File: config.mk
export PLATFORM = sky130hd
export DESIGN_NAME = jfrn_front
export DESIGN_NICKNAME = d
export VERILOG_FILES = /design/src/join_filter_revenue_by_nation_core_macros.svh /design/src/jfrn_pkg.sv /design/src/jfrn_front.sv
export SDC_FILE = /design/constraint.sdc
export NUM_CORES = 1
export LEC_CHECK = 0
export ABC_AREA = 1
export BUFFER_PORTS_ARGS = -buffer_cell sky130_fd_sc_hd__buf_4
export CORE_ASPECT_RATIO = 1.2
export CORE_MARGIN = 2
export CORE_UTILIZATION = 42
export DETAILED_ROUTE_END_ITERATION = 10
export PLACE_DENSITY_LB_ADDON = 0.3
export SYNTH_ARGS = -nofsm -noshare
export SYNTH_HDL_FRONTEND = slang
export SYNTH_SLANG_ARGS = --single-unit
File: constraint.sdc
create_clock -name vclk -period 11.8
set_input_delay 2.95 -clock vclk [all_inputs]
set_output_delay 2.95 -clock vclk [all_outputs]
set_load 0.1 [all_outputs]
File: src/join_filter_revenue_by_nation_core_macros.svh
// ----------------------------------------------------------------------------
// join_filter_revenue_by_nation_core assertion macros
// shorthand for clocked implications under the block reset
// ----------------------------------------------------------------------------
`ifndef JOIN_FILTER_REVENUE_BY_NATION_CORE_MACROS_SVH
`define JOIN_FILTER_REVENUE_BY_NATION_CORE_MACROS_SVH

// same-cycle implication
`define JFRN_ASSERT_IMPL(lbl, ante, cons) \
	lbl: assert property (@(posedge clk) disable iff (!arst_n) (ante) |-> (cons)) \
		else $error("jfrn same-cycle check failed");

// next-cycle implication
`define JFRN_ASSERT_NEXT(lbl, ante, cons) \
	lbl: assert property (@(posedge clk) disable iff (!arst_n) (ante) |=> (cons)) \
		else $error("jfrn next-cycle check failed");

`endif

File: src/jfrn_pkg.sv
// ----------------------------------------------------------------------------
// jfrn_pkg
// shared types and constants of the join, filter and revenue-by-nation core
// ----------------------------------------------------------------------------
`default_nettype none

package jfrn_pkg;

	// default table sizes
	localparam int ORDER_SLOTS_DEF    = 65536;
	localparam int CUSTOMER_SLOTS_DEF = 16384;
	localparam int SUPPLIER_SLOTS_DEF = 1024;
	localparam int NATION_SLOTS_DEF   = 32;

	// field widths
	localparam int REV_W  = 31;
	localparam int SUM_W  = 56;
	localparam int CFG_IDX_W = 2;
	localparam logic [SUM_W-1:0] SUM_MAX = {SUM_W{1'b1}};

	// configuration register indexes
	localparam logic [CFG_IDX_W-1:0] REG_TARGET_REGION = 2'd0;
	localparam logic [CFG_IDX_W-1:0] REG_START_DAY     = 2'd1;
	localparam logic [CFG_IDX_W-1:0] REG_END_DAY       = 2'd2;

	typedef enum logic [2:0] {
		OP_LOAD_ORDER  = 3'd0,
		OP_LOAD_CUST   = 3'd1,
		OP_LOAD_SUPP   = 3'd2,
		OP_LOAD_NATION = 3'd3,
		OP_LINE_ITEM   = 3'd4,
		OP_READ_SUM    = 3'd5,
		OP_CLEAR_SUMS  = 3'd6,
		OP_NOP         = 3'd7
	} op_t;

	typedef enum logic [2:0] {
		OUT_DONE         = 3'd0,
		OUT_COUNTED      = 3'd1,
		OUT_MISSING      = 3'd2,
		OUT_DATE_RANGE   = 3'd3,
		OUT_NATIONS_DIFF = 3'd4,
		OUT_OTHER_REGION = 3'd5
	} outc_t;

	typedef enum logic [2:0] {
		ST_CLEAR,
		ST_IDLE,
		ST_EXEC,
		ST_ORD_CHK,
		ST_CS_CHK,
		ST_NAT_CHK,
		ST_READ,
		ST_PUT
	} state_t;

	// classified request held in the queue
	typedef struct packed {
		op_t              op;
		logic             key_ok;
		logic             supp_ok;
		logic [15:0]      order_key;
		logic [13:0]      cust_key;
		logic [9:0]       supp_key;
		logic [4:0]       nation_key;
		logic [4:0]       region_key;
		logic [15:0]      order_day;
		logic [REV_W-1:0] rev;
	} q_item_t;

	typedef struct packed {
		logic        valid;
		logic [13:0] cust;
		logic [15:0] day;
	} ord_ent_t;

	typedef struct packed {
		logic       valid;
		logic [4:0] code;
	} tab_ent_t;

	typedef struct packed {
		logic [4:0]  target_region;
		logic [15:0] start_day;
		logic [15:0] end_day;
	} cfg_t;

endpackage

`default_nettype wire

File: src/jfrn_front.sv
// ----------------------------------------------------------------------------
// jfrn_front
// accepts requests, range-checks keys and precomputes the discounted revenue
// ----------------------------------------------------------------------------
`default_nettype none

module jfrn_front #(
	parameter int ORDER_SLOTS    = jfrn_pkg::ORDER_SLOTS_DEF,
	parameter int CUSTOMER_SLOTS = jfrn_pkg::CUSTOMER_SLOTS_DEF,
	parameter int SUPPLIER_SLOTS = jfrn_pkg::SUPPLIER_SLOTS_DEF,
	parameter int NATION_SLOTS   = jfrn_pkg::NATION_SLOTS_DEF
) (
	input  wire logic              s_tvalid,
	output logic                   s_tready,
	input  wire logic [103:0]      s_tdata,
	input  wire logic [2:0]        s_tuser,
	input  wire logic              clear_done,
	input  wire logic              q_ready,
	output logic                   q_push,
	output jfrn_pkg::q_item_t      q_item
);

	logic [6:0] disc;
	logic [6:0] keep;
	logic       ord_in, cust_in, supp_in, nat_in;

	assign s_tready = q_ready & clear_done;
	assign q_push   = s_tvalid & s_tready;

	// key range checks
	assign ord_in  = 32'(s_tdata[15:0])  < 32'(ORDER_SLOTS);
	assign cust_in = 32'(s_tdata[29:16]) < 32'(CUSTOMER_SLOTS);
	assign supp_in = 32'(s_tdata[39:30]) < 32'(SUPPLIER_SLOTS);
	assign nat_in  = 32'(s_tdata[44:40]) < 32'(NATION_SLOTS);

	always_comb begin
		// unpack fields
		q_item.op         = jfrn_pkg::op_t'(s_tuser);
		q_item.order_key  = s_tdata[15:0];
		q_item.cust_key   = s_tdata[29:16];
		q_item.supp_key   = s_tdata[39:30];
		q_item.nation_key = s_tdata[44:40];
		q_item.region_key = s_tdata[49:45];
		q_item.order_day  = s_tdata[65:50];
		disc              = s_tdata[96:90];

		// key check per operation
		case (jfrn_pkg::op_t'(s_tuser))
			jfrn_pkg::OP_LOAD_ORDER, jfrn_pkg::OP_LINE_ITEM: q_item.key_ok = ord_in;
			jfrn_pkg::OP_LOAD_CUST:                          q_item.key_ok = cust_in;
			jfrn_pkg::OP_LOAD_SUPP:                          q_item.key_ok = supp_in;
			default:                                         q_item.key_ok = nat_in;
		endcase
		q_item.supp_ok = supp_in;

		// revenue with discount clamped to 100
		keep       = (disc > 7'd100) ? 7'd0 : (7'd100 - disc);
		q_item.rev = jfrn_pkg::REV_W'(s_tdata[89:66]) * jfrn_pkg::REV_W'(keep);
	end

endmodule

`default_nettype wire

# [After elaboration in Yosys (flattened, before gate mapping)]
# Index checks and enable logic that the tools add are counted.
[totals] reg_bits=0 input_bits=110
[op_classes] add_sub_neg=1 multipliers=1 order_cmp=1 n_mux=1 bitwise=2
[ops] op="24-bit by 7-bit multiplier with 31-bit output" n=1
[ops] op="7-bit greater-than comparator, second input constant" n=1
[ops] op="7-bit two-way mux" n=1
[ops] op="7-bit subtractor, first input constant" n=1
[ops] op="1-bit bitwise AND" n=2

# [Longest topological paths before layout]
[logic_depth] ltp_word=3 ltp_mapped=29

# [Least setup slack after synthesis]
# OpenSTA, ideal clock, no wires.
[synth_timing] kind="input -> output" startpoint="in s_tdata[90]" endpoint="out q_item[17] (netlist bit)" arrival_time_ps=8516 required_time_ps=8850 setup_slack_ps=334 stages=23 n_path_buf=1 path_cell_list="inv_1 > ha_1 > or2_4 > nand2_2 > or2_4 > nand3b_1 > nand3_4 > buf_12 > nor2_4 > fa_1 > fa_1 > fa_1 > inv_1 > fa_1 > inv_1 > ha_1 > nand2_1 > nor2_1 > nand2_1 > nand2_1 > nand3_1 > nand2_1 > xor2_1"
[synth_rtl] element="start: declaration" line_no="jfrn_front.sv:15" text="input wire logic [103:0] s_tdata,"
[synth_rtl] element="end: declaration" line_no="jfrn_front.sv:20" text="output jfrn_pkg::q_item_t q_item"

==> run_results.csv <==
group,metric,value,unit
worst_setup_path,critPathBufInv,4,
layout,area_delta_synth_final,3.12,%
floorplan,dieArea,16700,um2
timing,final-setup-viol-count,0,
route,wirelength,15600,um
worst_setup_path,required,8.85,ns
timing,worstMarginPinSlew,0.733,ns
route,wl_per_cell,13.1,um
placed_design,dp_slack,0.627,ns
worst_hold_path,hold_path_class,"input pin to output pin",
timing,setup_ws,0.634,ns
run,maxCapViolations,0,
clock_network,holdBufCountCts,0,
logic_synthesis,syn_area,6580,um2
worst_setup_path,cp-end-kind,"output pin",
logic_synthesis,seq_area_frac_synth,0,
grt,use_met1,0.247,
logic_synthesis,synthCells,992,
route,drt_first_pass_iters,4,
clock_network,cts_setup_buffers,0,
worst_setup_path,cpLargestDelayFamily,"adder cells",
worst_setup_path,critPathMostFrequentCell,"nand2_1",
timing,period_share,0.946,
floorplan,pin_count,214,
placed_design,dp_hpwl,14100,um
worst_setup_path,crit_type,"input pin to output pin",
placed_design,placement.io_buffers,67,
timing,relSlewSlack,0.510,
logic_synthesis,avgSynthCellArea,6.63,um2
grt,grt.overflow.total,0,
clock_network,cts_resized,0,
logic_synthesis,synth.distinct_cells,29,
logic_synthesis,yosysWarnings,0,
floorplan,coreArea,15500,um2
timing,rsz0062_at_grt,"no",
timing,finalHoldViolations,0,
timing,fmax,89.6,MHz
grt,grt_pass1_vias,5975,
timing,whs,5.90,ns
grt,track_usage,0.199,
route,ant_nets,0,
floorplan,start_util,0.426,
grt,antenna_found_initial,0,
timing,slew_viol_final,0,
layout,drive_above_1_share,0.109,
worst_setup_path,crit_fanout,16,
grt,grt_max_degree,21,
floorplan,dieWidth,118,um
route,drc,0,
grt,use_met2,0.375,
worst_setup_path,cpPeakStageDelay,0.53,ns
placed_design,routabilityCongestion,0.918,
timing,fin_crit,11.17,ns
layout,fin_nets,1256,
outcome,status,"finished, final reports clean",
floorplan,die_h,141,um
grt,grt_use_met3,0.00647,
grt,grt_pass1_wl,27400,um
layout,nClkBuffers,0,
route,drtIter0Drc,192,
worst_setup_path,cp.arrival,8.22,ns
worst_setup_path,slowest_stage,"fa_1",
worst_setup_path,worstSetupStartpointType,"input pin",
layout,antennaDiodeCount,0,
timing,setup_tns,0,ns
grt,busiest_layer,"met2",
route,via_count,5552,
worst_setup_path,cp_cell_sequence,"buf_4, o21ai_1, nand2_1, nor2_2, nor2_4, nand2_4, nand2_1, nor2_1, fa_1, fa_1, fa_1, inv_1, fa_1, inv_1, ha_1, nand2_1, nor2_1, nand3_1, nand3_1, nand2_1, nand2_1, nand2_1, nand2_1, buf_4",
route,via_per_inst,4.65,
layout,regArea,0,um2
floorplan,rows,50,
layout,seq_cell_count,0,
synthesized netlist by cell type, drive strengths merged:
library cell  count  area, um2
o21bai            1       7.51
nor2            156        683
nand3b            1       7.51
a21o              1       7.51
o21ai             2       21.3
xor2             15        131
nand2           272       1040
nand4             4       25.0
inv             239        900
or2               3       23.8
conb              1       3.75
ha               50        626
buf              82        614
a21oi            16       80.1
xnor2             1       8.76
nand3            39        220
fa              109       2180
worst paths after layout:
kind / cells after the start / slack, ns / startpoint / end
setup / recovery: 24 / 0.63 / s_tdata[91] / q_item[30]
hold / removal: 0 / 5.90 / s_tuser[2] / q_item[101]
cell type report:
| cell class | count | area [um2] |
|---|---|---|
| fillers | 1681 | 8670 |
| inverters | 239 | 900 |
| multi-input cells | 672 | 5070 |
| well taps | 208 | 260 |
| repair buffers | 74 | 556 |
routing by layer:
metal  up-vias  wire length [um]
li1       2773                 -
met1      2637              6210
met4         0               420
met2       106              8260
met5         -                 0
met3        36               730
placed cells by master (no fill, tap or decap), types with 2 or more instances in the layout:
cell type | Yosys | layout
nor2_4 | 11 | 11
inv_1 | 233 | 233
fa_1 | 109 | 109
nor2_2 | 6 | 6
nand3_1 | 37 | 37
nand4_1 | 4 | 4
nor2_1 | 139 | 139
xor2_1 | 15 | 15
nand3_4 | 2 | 2
ha_1 | 50 | 50
nand2_2 | 3 | 3
nand2_1 | 268 | 268
a21oi_1 | 16 | 16
or2_4 | 2 | 2
conb_1 | 1 | 2
buf_4 | 73 | 74
inv_2 | 5 | 5
logic make-up after synthesis:
group | count (synthesis) | share of synthesized area
adder cells (fa/ha/maj) | 159 | 0.427
other | 1 | 0.000570
buffers and inverters | 321 | 0.230
XOR/XNOR | 16 | 0.0213
AO/OA/AOI/OAI | 20 | 0.0177
AND/OR/NAND/NOR | 475 | 0.303
through the flow:
step / area [um2] / utilization / instances
finish: 6780 / 0.439 / 1193
floorplan: 6580 / - / 993
global placement: 6780 / 0.439 / 1193
CTS: 6780 / 0.439 / 1193
global route: 6780 / 0.439 / 1193
detailed placement: 6780 / 0.439 / 1193
Power is not shown: default switching activity piles up to over one toggle a cycle in this logic, so the estimate is an artifact.
