[config.mk]
export PLATFORM = sky130hd
export DESIGN_NAME = jfrn_queue
export DESIGN_NICKNAME = d
export VERILOG_FILES = /design/src/join_filter_revenue_by_nation_core_macros.svh /design/src/jfrn_pkg.sv /design/src/jfrn_queue.sv
export SDC_FILE = /design/constraint.sdc
export NUM_CORES = 1
export LEC_CHECK = 0
export CORE_ASPECT_RATIO = 1.4
export CORE_MARGIN = 1.5
export CORE_UTILIZATION = 60
export DETAILED_ROUTE_END_ITERATION = 7
export DONT_BUFFER_PORTS = 1
export GPL_ROUTABILITY_DRIVEN = 0
export HOLD_SLACK_MARGIN = 0.15
export PLACE_DENSITY = 0.81
export SYNTH_ARGS = -nofsm -noshare
export SYNTH_HDL_FRONTEND = slang
export SYNTH_SLANG_ARGS = --single-unit
[constraint.sdc]
create_clock -name clk -period 6.7 [get_ports clk]
set_input_delay 0.67 -clock clk [delete_from_list [all_inputs] [get_ports clk]]
set_output_delay 0.67 -clock clk [all_outputs]
set_load 0.01 [all_outputs]
[src/join_filter_revenue_by_nation_core_macros.svh]
// ----------------------------------------------------------------------------
// join_filter_revenue_by_nation_core assertion macros
// shorthand for clocked implications under the block reset
// ----------------------------------------------------------------------------
`ifndef JOIN_FILTER_REVENUE_BY_NATION_CORE_MACROS_SVH
`define JOIN_FILTER_REVENUE_BY_NATION_CORE_MACROS_SVH

// same-cycle implication
`define JFRN_ASSERT_IMPL(lbl, ante, cons) \
	lbl: assert property (@(posedge clk) disable iff (!arst_n) (ante) |-> (cons)) \
		else $error("jfrn same-cycle check failed");

// next-cycle implication
`define JFRN_ASSERT_NEXT(lbl, ante, cons) \
	lbl: assert property (@(posedge clk) disable iff (!arst_n) (ante) |=> (cons)) \
		else $error("jfrn next-cycle check failed");

`endif

[src/jfrn_pkg.sv]
// ----------------------------------------------------------------------------
// jfrn_pkg
// shared types and constants of the join, filter and revenue-by-nation core
// ----------------------------------------------------------------------------
`default_nettype none

package jfrn_pkg;

	// default table sizes
	localparam int ORDER_SLOTS_DEF    = 65536;
	localparam int CUSTOMER_SLOTS_DEF = 16384;
	localparam int SUPPLIER_SLOTS_DEF = 1024;
	localparam int NATION_SLOTS_DEF   = 32;

	// field widths
	localparam int REV_W  = 31;
	localparam int SUM_W  = 56;
	localparam int CFG_IDX_W = 2;
	localparam logic [SUM_W-1:0] SUM_MAX = {SUM_W{1'b1}};

	// configuration register indexes
	localparam logic [CFG_IDX_W-1:0] REG_TARGET_REGION = 2'd0;
	localparam logic [CFG_IDX_W-1:0] REG_START_DAY     = 2'd1;
	localparam logic [CFG_IDX_W-1:0] REG_END_DAY       = 2'd2;

	typedef enum logic [2:0] {
		OP_LOAD_ORDER  = 3'd0,
		OP_LOAD_CUST   = 3'd1,
		OP_LOAD_SUPP   = 3'd2,
		OP_LOAD_NATION = 3'd3,
		OP_LINE_ITEM   = 3'd4,
		OP_READ_SUM    = 3'd5,
		OP_CLEAR_SUMS  = 3'd6,
		OP_NOP         = 3'd7
	} op_t;

	typedef enum logic [2:0] {
		OUT_DONE         = 3'd0,
		OUT_COUNTED      = 3'd1,
		OUT_MISSING      = 3'd2,
		OUT_DATE_RANGE   = 3'd3,
		OUT_NATIONS_DIFF = 3'd4,
		OUT_OTHER_REGION = 3'd5
	} outc_t;

	typedef enum logic [2:0] {
		ST_CLEAR,
		ST_IDLE,
		ST_EXEC,
		ST_ORD_CHK,
		ST_CS_CHK,
		ST_NAT_CHK,
		ST_READ,
		ST_PUT
	} state_t;

	// classified request held in the queue
	typedef struct packed {
		op_t              op;
		logic             key_ok;
		logic             supp_ok;
		logic [15:0]      order_key;
		logic [13:0]      cust_key;
		logic [9:0]       supp_key;
		logic [4:0]       nation_key;
		logic [4:0]       region_key;
		logic [15:0]      order_day;
		logic [REV_W-1:0] rev;
	} q_item_t;

	typedef struct packed {
		logic        valid;
		logic [13:0] cust;
		logic [15:0] day;
	} ord_ent_t;

	typedef struct packed {
		logic       valid;
		logic [4:0] code;
	} tab_ent_t;

	typedef struct packed {
		logic [4:0]  target_region;
		logic [15:0] start_day;
		logic [15:0] end_day;
	} cfg_t;

endpackage

`default_nettype wire

[src/jfrn_queue.sv]
// ----------------------------------------------------------------------------
// jfrn_queue
// two-entry queue between the front and the back end
// ----------------------------------------------------------------------------
`default_nettype none

module jfrn_queue (
	input  wire logic              clk,
	input  wire logic              arst_n,
	input  wire logic              push,
	input  wire jfrn_pkg::q_item_t push_item,
	output logic                   push_ready,
	input  wire logic              pop,
	output logic                   pop_valid,
	output jfrn_pkg::q_item_t      pop_item
);

	jfrn_pkg::q_item_t mem_q [2];
	logic       wr_q, rd_q;
	logic [1:0] cnt_q;

	assign push_ready = cnt_q != 2'd2;
	assign pop_valid  = cnt_q != 2'd0;
	assign pop_item   = mem_q[rd_q];

	// pointers and fill count
	always_ff @(posedge clk or negedge arst_n) begin
		if (!arst_n) begin
			wr_q  <= 1'b0;
			rd_q  <= 1'b0;
			cnt_q <= 2'd0;
		end else begin
			if (push) wr_q <= ~wr_q;
			if (pop)  rd_q <= ~rd_q;
			cnt_q <= cnt_q + 2'(push) - 2'(pop);
		end
	end

	// storage
	always_ff @(posedge clk) begin
		if (push) mem_q[wr_q] <= push_item;
	end

endmodule

`default_nettype wire

* Word level (Yosys, flattened, before mapping)
Memories as Yosys holds them, arrays and structs flattened.
Cells that the tools add are included.
** Word-level totals
- Flip-flop bits (word level) :: 4
- RAM bits :: 204
- Logic and storage cells :: 12
- Memories :: 1
** Memories
- mem_q :: words 2, width 102, read ports 1, clocked after Yosys merged registers in 0, wr ports 1, RTL line jfrn_queue.sv:18 : jfrn_pkg::q_item_t mem_q [2];
** Operators by class
- Add/sub/neg operators :: 2
- Mux-type cells :: 2
- Reduce and logical (&&, ||, !) cells :: 1
- Bitwise operators :: 2
- Eq/ne operators :: 1
** Operators by type and width (number)
- 2-bit by 1-bit adder with 2-bit output :: 1
- 1-bit two-way mux :: 2
- 2-bit inequality test, second input constant :: 1
- 1-bit inverter :: 2
- 2-bit nonzero test :: 1
- 2-bit by 1-bit subtractor with 2-bit output :: 1

* Logic depth before layout (Yosys ltp)
Gate-level depths: netlist of run 1.
- Word-level depth :: 2
- Depth in mapped cells :: 5

* Worst setup path before layout of run 1
OpenSTA, ideal clock, no wires.
- Path type :: input to register
- From :: input port push
- To :: memory mem_q[0][0] in the netlist's numbering (enable)
- Data arrival time :: 5108 ps
- Data required time :: 6124 ps
- Stages on the path :: 1
- Slack :: 1016 ps
- Cell sequence :: nor2b_1
** On the way
- Cells in the longest elaborated chain, start to end :: 2
** RTL lines
- from (decl) :: RTL line jfrn_queue.sv:10 : input wire logic push,
- 1-bit two-way mux :: RTL line jfrn_queue.sv:41 : if (push) mem_q[wr_q] <= push_item;
- 1-bit two-way mux (implied by the code) :: RTL line jfrn_queue.sv:41
- to (decl) :: RTL line jfrn_queue.sv:18
No other way between the ends.

==> results.toml, run 1 <==
[route]
wl_per_cell_um = 23.6
postRouteAntennaNets = 0
drtIter0Drc = 140
post_drt_via_cell_ratio = 5.90
drc = 0
routed_wl_um = 12000
dr_total_vias = 2999
first_pass_iters = 4

[grt]
gr-usage-met3_pct = 6.89
use_met1_pct = 18.2
globalRouteMet2Util_pct = 30.8
grt.busiest_layer = "met2"
grt_pass1_wl_um = 17600
antenna_found_initial = 0
grt_pass1_vias = 3160
grt_max_degree = 57
grt_overflow = 0
track_usage_pct = 17.3

[sta]
finalCritPeriodShare_pct = 47.2
rsz0062_at_grt = "false"
final_hold_viol_count = 0
fin_tns_setup_ns = 0
timing.final.crit_period_ns = 3.16
maxSlewHeadroom_pct = 51.5
worstMarginPinSlew_ns = 0.728
timing.hold.ws_ns = 0.286
skew_ns = 0.00719
max_freq_ghz = 0.316
setup_viol = 0
slew_violations = 0

[synthesis]
synth_nets = 440
yosys_register_bits = 208
netlist_instances = 332
synth.distinct_cells = 14
synth.avg_cell_area_um2 = 22.8
synth_area_um2 = 7570
seq_area_frac_synth_pct = 82.2
yosysWarnings = 0

[cts]
root_buffer = "clkbuf_16"
clock-sinks = 208
clockBufferDepth = 3
h-tree-depth = 1
path_clk_slew_ns = 0.06
insertion_delay_ns = 0.47
cts_setup_buffers = 0
cts_buffers = 19
cts_tree = "done"

[floorplan]
die_width_um = 98.0
core-area_um2 = 12300
initial_utilization_pct = 61.5
num_rows = 48
die_h_um = 136
dieArea_um2 = 13300
num_io_pins = 210

[cells_and_area]
area_growth_pct = 9.37
stdcell_count = 508
diodes = 0
fill_cells = 761
final_cell_mix = "edfxtp_1, mux2_2, clkbuf_16"
final_util_pct = 67.3
fin_nets = 455
layout_commonest_cell = "edfxtp_1"
drive_gt1_share_pct = 37.4
final_area_um2 = 8280

[power]
sw_frac_of_total_pct = 27.5
p_int_w = 0.00261
p_leak_nw = 2.73
p_switching_w = 0.000989
comb_power_share_pct = 21.7
power_frac_clock_pct = 27.2
seq_power_share_pct = 51.1
peakVddDrop_mv = 0.315
powerDensity_nw_per_um2 = 435

[placement]
io_buffers = 0
place_inst = 475
dpl.hpwl_um = 8000
placed_cell_area_um2 = 7700

[worst_setup_path]
r2r_setup_slack_ns = 4.60
start_kind = "register"
endpoint_kind = "output port"
critPathArrivalTime_ns = 2.49
criticalPathCategory = "register to output port"
cp_data_required_time_ns = 6.03
crit_fanout = 56

[flow_run]
maxCapViolCount = 0

[worst_hold_path]
hold_class = "input port to register"

[status]
status = "completed"
-- metal layers --
metal | share of wire, % | vias to the layer above
li1 | - | 1345
met5 | 0 | -
met3 | 9.8 | 30
met2 | 54 | 143
met4 | 3.4 | 0
met1 | 33 | 1481
-- logic make-up (layout without fill, tap and decap cells) --
kind of cell / Yosys count / in the layout / share of synthesized area, %
xor+xnor: 3 / 3 / 0.545
mux: 102 / 102 / 15.2
simple gates: 4 / 4 / 0.331
fa+ha+maj: 2 / 2 / 0.330
flops: 208 / 208 / 82.2
buf+inv: 13 / 39 / 1.44
-- path summary, 6_finish.rpt --
check	from	endpoint	cells past startpoint
worst max-delay path	rd_q$_DFFE_PN0P_	pop_item[43]	2
worst min-delay path	pop	rd_q$_DFFE_PN0P_	1
worst max register to register	wr_q$_DFFE_PN0P_	mem_q[1][89]$_DFFE_PP_	2
worst min register to register	wr_q$_DFFE_PN0P_	wr_q$_DFFE_PN0P_	1
max in group asynchronous	arst_n	rd_q$_DFFE_PN0P_	1
min in group asynchronous	arst_n	cnt_q[0]$_DFF_PN0_	1
-- registers in the layout, indices dropped and copies added, names as in the netlist --
| register | count |
|---|---|
| mem_q | 204 |
| cnt_q | 2 |
| rd_q | 1 |
| wr_q | 1 |
-- final cells by class --
class,count,area (µm²),area share [%]
sequential,208,6230,75.2
tap,150,188,2.27
clock inverter,10,82.6,0.997
inverter,2,7.51,0.0906
multi-input combinational,111,1250,15.1
timing repair buffer,5,40.0,0.483
clock buffer,22,487,5.88
-- worst max-delay path, cell delays in order, from the launching register on --
cell and delay [ns]:
dfrtp_4 0.82, buf_4 0.65, mux2_2 0.46
-- Yosys cell counts (all sizes together) --
cell / instances / area, µm²
inv: 2 / 7.51
ha: 2 / 25.0
buf: 11 / 101
xor2: 2 / 17.5
or2: 1 / 6.26
and2: 1 / 6.26
xor3: 1 / 23.8
dfrtp: 4 / 100
mux2: 102 / 1150
nor2b: 1 / 6.26
nand2b: 1 / 6.26
edfxtp: 204 / 6130
-- timing repair --
item                                    4_1_cts  5_1_grt
resized for setup                             0        0
hold buffers                                  1        0
hold endpoints to repair                      4        0
endpoints found under the setup margin        0        0
-- power groups by stage --
| stage | clock network, W | logic, W | registers (W) |
|---|---|---|---|
| floorplan | 0 | 0.000749 | 0.00183 |
| global placement | 0 | 0.000780 | 0.00186 |
| detailed placement | 0 | 0.000798 | 0.00187 |
| CTS | 0.00101 | 0.000805 | 0.00184 |
| global route | 0.00106 | 0.000830 | 0.00187 |
| finish | 0.000981 | 0.000782 | 0.00184 |
-- metrics by stage --
stage                     worst slack, ns  power (W)
after floorplan                      1.02    0.00257
after global placement               4.06    0.00264
after detailed placement             4.01    0.00267
after CTS                            3.49    0.00366
after global routing                 3.39    0.00376
final                                3.54    0.00360
(Power assumes the default switching activity.)
==> run 2, diff against run 1 <==
==> constraint.sdc (replaced) <==
create_clock -name clk -period 3 [get_ports clk]
set_input_delay 0.3 -clock clk [delete_from_list [all_inputs] [get_ports clk]]
set_output_delay 0.3 -clock clk [all_outputs]
set_load 0.01 [all_outputs]
==> results.toml, run 2 <==
[cts]
root_buffer = "clkbuf_16"
clock-sinks = 208
cts_resized = 0
cts_buffers = 19
h-tree-depth = 1
clockBufferDepth = 3
cts_setup_buffers = 0
cts-hold-fix-buffers = 103

[floorplan]
die_width_um = 98.0
num_rows = 48
die_h_um = 136
initial_utilization_pct = 61.5
num_io_pins = 210

[synthesis]
synth_edf_count = 204
synth_area_um2 = 7570
yosys_register_bits = 208
synth_area_leaders = "edfxtp_1, mux2_2, dfrtp_1, buf_6, ha_1"
netlist_top_cells_count = "edfxtp_1, mux2_2, buf_6"
synth_nets = 440
synth.most_common_cell = "edfxtp_1"
synthDominantCellAreaShare_pct = 80.9
netlist_instances = 332
synth.distinct_cells = 14
synth-main-ff-cell = "edfxtp_1"
yosysTopAreaCell = "edfxtp_1"
seq_area_frac_synth_pct = 82.2
synth.avg_cell_area_um2 = 22.8
synthArstFlopShare_pct = 1.92
yosysWarnings = 0

[placement]
io_buffers = 0
dpl.hpwl_um = 8000

[status]
stop_stage = "clock tree synthesis (4_1_cts)"
status = "aborted with a tool error"
error_line = "[ERROR RSZ-0060] Max buffer count reached."
==> run 2: cell families after synthesis <==
group,Yosys count,synth area share (%)
simple gates,4,0.331
xor+xnor,3,0.545
mux,102,15.2
fa+ha+maj,2,0.330
buf+inv,13,1.44
flops,208,82.2
==> run 2: metrics by stage <==
| stage | area [µm²] | std cells | setup WS (ns) | utilization (%) | hold WS [ns] |
|---|---|---|---|---|---|
| after detailed placement | 7740 | 476 | 1.03 | 62.8 | 0.00452 |
| after global placement | 7740 | 476 | 1.06 | 62.8 | 0.00452 |
| after floorplan | 7580 | 332 | 0.640 | - | 0.00441 |
==> run 3, diff against run 2 <==
--- a/config.mk
+++ b/config.mk
@@ -5,14 +5,12 @@
 export SDC_FILE = /design/constraint.sdc
 export NUM_CORES = 1
 export LEC_CHECK = 0
-export CORE_ASPECT_RATIO = 1.4
 export CORE_MARGIN = 1.5
-export CORE_UTILIZATION = 60
+export CORE_UTILIZATION = 40
 export DETAILED_ROUTE_END_ITERATION = 7
 export DONT_BUFFER_PORTS = 1
 export GPL_ROUTABILITY_DRIVEN = 0
-export HOLD_SLACK_MARGIN = 0.15
-export PLACE_DENSITY = 0.81
+export PLACE_DENSITY_LB_ADDON = 0.15
 export SYNTH_ARGS = -nofsm -noshare
 export SYNTH_HDL_FRONTEND = slang
 export SYNTH_SLANG_ARGS = --single-unit
==> results.toml, run 3 (synthesized netlist as in run 1, its figures left out) <==
[sta]
setup_viol = 0
fin_tns_setup_ns = 0
final_hold_viol_count = 0
fin_ws_ns = 0.606
rsz0062_at_grt = "false"
slew_violations = 0
maxSlewHeadroom_pct = 56.3
timing.final.crit_period_ns = 2.39
finalCritPeriodShare_pct = 79.8
max_freq_ghz = 0.418
skew_ns = 0.00544
worstMarginPinSlew_ns = 0.655

[route]
post_drt_via_cell_ratio = 4.86
routed_wl_um = 13600
dr_total_vias = 3434
drtIter0Drc = 97
wl_per_cell_um = 19.3
first_pass_iters = 4
postRouteAntennaNets = 0
drc = 0

[cells_and_area]
ff_latch_area_um2 = 6230
layout_commonest_cell = "edfxtp_1"
largest-register = "mem_q"
largest_reg_flops = 204
final_area_um2 = 9590
drive_gt1_share_pct = 29.2
multi_input_area_um2 = 1250
diodes = 0
top_regs = "mem_q: 204 flops, cnt_q: 2 flops"
area_growth_pct = 26.6
final_cell_mix = "edfxtp_1, dlygate4sd3_1, mux2_2"
stdcell_count = 707
fin_nets = 565
fill_cells = 1510

[worst_setup_path]
crit_fanout = 52
slowest_stage = "dfrtp_4"
cp_data_required_time_ns = 2.70
cp_num_buf_inv = 1
endpoint_kind = "output port"
rr_startpoint = "wr_q$_DFFE_PN0P_"
critPathArrivalTime_ns = 2.09
crit_cells = 2
crit_chain = "buf_12, mux2_2"
cp-startpoint = "rd_q$_DFFE_PN0P_"
cpLargestDelayFamily = "flip-flops"
rr_worst_depth = 2
criticalPathCategory = "register to output port"
start_kind = "register"
max_stage_delay_ns = 0.80

[floorplan]
num_io_pins = 210
initial_utilization_pct = 40.6
die_width_um = 141
core-area_um2 = 18600
num_rows = 50
dieArea_um2 = 19800
die_h_um = 141

[flow_run]
maxCapViolCount = 0

[cts]
path_clk_slew_ns = 0.06
cts_tree = "done"
h-tree-depth = 1
cts_setup_buffers = 0
clockBufferDepth = 3
insertion_delay_ns = 0.49
cts_buffers = 22
clock-sinks = 208
cts_resized = 0
root_buffer = "clkbuf_16"

[grt]
grt_overflow = 0
grt_pass1_wl_um = 20800
grt_max_degree = 56
antenna_found_initial = 0
track_usage_pct = 13.6
grt_pass1_vias = 3783

[status]
status = "completed"

[placement]
placed_cell_area_um2 = 7870
dpl.hpwl_um = 8420
place_ws_ns = 1.08
io_buffers = 0
place_inst = 562

[power]
powerDensity_nw_per_um2 = 894
total_power_w = 0.00857
p_leak_nw = 3.23
peakVddDrop_mv = 0.536

[worst_hold_path]
hold_class = "input port to async pin"
==> run 3: report_power, final <==
group          leakage (nW)  internal [W]  switching, W
Clock                 0.322       0.00148       0.00101
Combinational         0.952      0.000869       0.00113
Sequential             1.96       0.00386      0.000234
Total                  3.23       0.00621       0.00237
==> run 3: timing repair <==
item                                   4_1_cts  5_1_grt
hold buffers                               105        0
setup endpoints to repair                    0        0
endpoints found under the hold margin      211        0
==> run 3: cell type report <==
type	instances	share of cell area [%]
multi-input cells	111	13.0
repair buffers	112	11.9
flip-flops and latches	208	65.0
clock inverters	10	0.679
inverters	2	0.0783
well taps	234	3.05
clock buffers	30	6.28
==> run 3: through the flow <==
stage          hold WS (ns)  util (%)
5_1_grt              0.0861      51.4
6_report             0.0858      51.4
3_3_place_gp        0.00466      42.2
4_1_cts              0.0775      51.4
2_1_floorplan       0.00441         -
3_5_place_dp        0.00468      42.2
==> run 3: path summary, 6_finish.rpt <==
| kind | to | slack (ns) |
|---|---|---|
| min in group clk | cnt_q[0]$_DFF_PN0_ | 0.20 |
| setup / recovery | pop_item[56] | 0.61 |
| max in group asynchronous | rd_q$_DFFE_PN0P_ | 2.72 |
| hold / removal | cnt_q[0]$_DFF_PN0_ | 0.09 |
| hold reg to reg | wr_q$_DFFE_PN0P_ | 0.55 |
| setup reg to reg | mem_q[0][58]$_DFFE_PP_ | 1.27 |
==> run 3: routing by layer <==
metal	up-vias	global-route usage (%)	share of wire, %	routed length, µm
li1	1572	-	-	-
met1	1723	15.8	38	5240
met2	117	23.8	52	7080
met4	0	4.39	2.4	327
met3	22	4.52	7.2	977
met5	-	0	0	0
==> run 4, diff against run 3 <==
==> constraint.sdc (replaced) <==
create_clock -name clk -period 2.4 [get_ports clk]
set_input_delay 0.24 -clock clk [delete_from_list [all_inputs] [get_ports clk]]
set_output_delay 0.24 -clock clk [all_outputs]
set_load 0.01 [all_outputs]
==> results.toml, run 4 (synthesized netlist as in run 1, its figures left out) <==
[status]
status = "completed"

[worst_setup_path]
critPathArrivalTime_ns = 1.86
crit_fanout = 29
rr_worst_depth = 2
worstReg2RegEnd = "mem_q[1][40]$_DFFE_PP_"
r2r_setup_slack_ns = 0.79
rr_startpoint = "wr_q$_DFFE_PN0P_"
cp_data_required_time_ns = 2.16
endpoint_kind = "output port"
start_kind = "register"
criticalPathCategory = "register to output port"

[route]
drtIter0Drc = 102
drc = 0
dr_total_vias = 3443
wl_per_cell_um = 19.2
post_drt_via_cell_ratio = 4.86
routed_wl_um = 13600
first_pass_iters = 4
postRouteAntennaNets = 0

[sta]
skew_ns = 0.0138
timing.final.crit_period_ns = 2.10
slew_violations = 0
worstMarginPinSlew_ns = 0.663
fin_tns_setup_ns = 0
maxSlewHeadroom_pct = 55.8
fin_ws_ns = 0.295
max_freq_ghz = 0.475
timing.hold.ws_ns = 0.0418
finalCritPeriodShare_pct = 87.7
setup_viol = 0
rsz0062_at_grt = "false"
final_hold_viol_count = 0

[cells_and_area]
largest_reg_flops = 204
layout_commonest_cell = "edfxtp_1"
final_area_um2 = 9720
fin_nets = 566
final_cell_mix = "edfxtp_1, dlygate4sd3_1, mux2_2"
drive_gt1_share_pct = 31.9
area_growth_pct = 28.4
top_regs = "mem_q: 204 flops, cnt_q: 2 flops"
largest-register = "mem_q"

[cts]
cts_tree = "done"
h-tree-depth = 1
clockBufferDepth = 3
root_buffer = "clkbuf_16"
clock-sinks = 208
path_clk_slew_ns = 0.06
cts_resized = 0
insertion_delay_ns = 0.49
cts_setup_buffers = 0
cts-hold-fix-buffers = 105
cts_buffers = 22

[flow_run]
maxCapViolCount = 0

[floorplan]
initial_utilization_pct = 40.6
die_width_um = 141
dieArea_um2 = 19800
core-area_um2 = 18600
num_rows = 50
die_h_um = 141
num_io_pins = 210

[placement]
io_buffers = 0
place_ws_ns = 0.766
dpl.hpwl_um = 8520
placed_cell_area_um2 = 7900

[grt]
antenna_found_initial = 1
grt_pass1_vias = 3744
grt_pass1_wl_um = 20500
grt_overflow = 0
grt_max_degree = 56
track_usage_pct = 13.5

[worst_hold_path]
hold_class = "input port to async pin"

[power]
peakVddDrop_mv = 0.687
powerDensity_nw_per_um2 = 1150
p_leak_nw = 3.29
total_power_w = 0.0112
==> run 4: changes by cell type in the layout (fill, tap and decap cells not counted) <==
cell	before	now
clkbuf_1	7	1
clkinv_1	8	2
clkinv_2	1	6
clkinvlp_4	0	4
bufinv_16	1	4
buf_12	3	5
buf_4	4	3
diode_2	0	1
==> run 4: area by class of cell <==
cell class | instances | area, µm²
antenna | 1 | 2.50
clock buffer | 24 | 579
clock inverter | 16 | 188
fill | 1535 | 8920
inverter | 2 | 7.51
multi-input combinational | 111 | 1250
sequential | 208 | 6230
tap | 234 | 293
timing repair buffer | 113 | 1170
==> run 4: metrics by stage <==
stage | instances | util [%]
global route | 709 | 52.2
detailed placement | 563 | 42.4
global placement | 563 | 42.4
floorplan | 332 | -
CTS | 708 | 52.1
finish | 709 | 52.2
==> run 4: worst max path at each step <==
stage | start | end | slack [ns] | depth (start not counted)
2_1_floorplan | wr_q$_DFFE_PN0P_ | mem_q[0][0]$_DFFE_PP_ | 0.04 | 1
3_3_place_gp | rd_q$_DFFE_PN0P_ | pop_item[56] | 0.78 | 2
3_5_place_dp | rd_q$_DFFE_PN0P_ | pop_item[56] | 0.77 | 2
4_1_cts | rd_q$_DFFE_PN0P_ | pop_item[56] | 0.23 | 2
5_1_grt | rd_q$_DFFE_PN0P_ | pop_item[69] | 0.20 | 2
6_report | rd_q$_DFFE_PN0P_ | pop_item[56] | 0.30 | 2
==> run 4: report_power, final <==
part	switching, W	internal [W]
registers	0.000255	0.00482
clock network	0.00131	0.00218
logic	0.00147	0.00114
==> run 4: metal layers <==
metal	global-route usage, %	share of wire [%]	vias up
li1	-	-	1577
met1	15.2	38	1720
met2	24.6	53	125
met3	4.11	6.7	21
met4	4.06	2.2	0
met5	0	0	-
==> run 4: worst max-delay path, cell delays in order, from the launching register on <==
cell and delay, ns:
dfrtp_4 0.70, buf_12 0.26, mux2_2 0.40
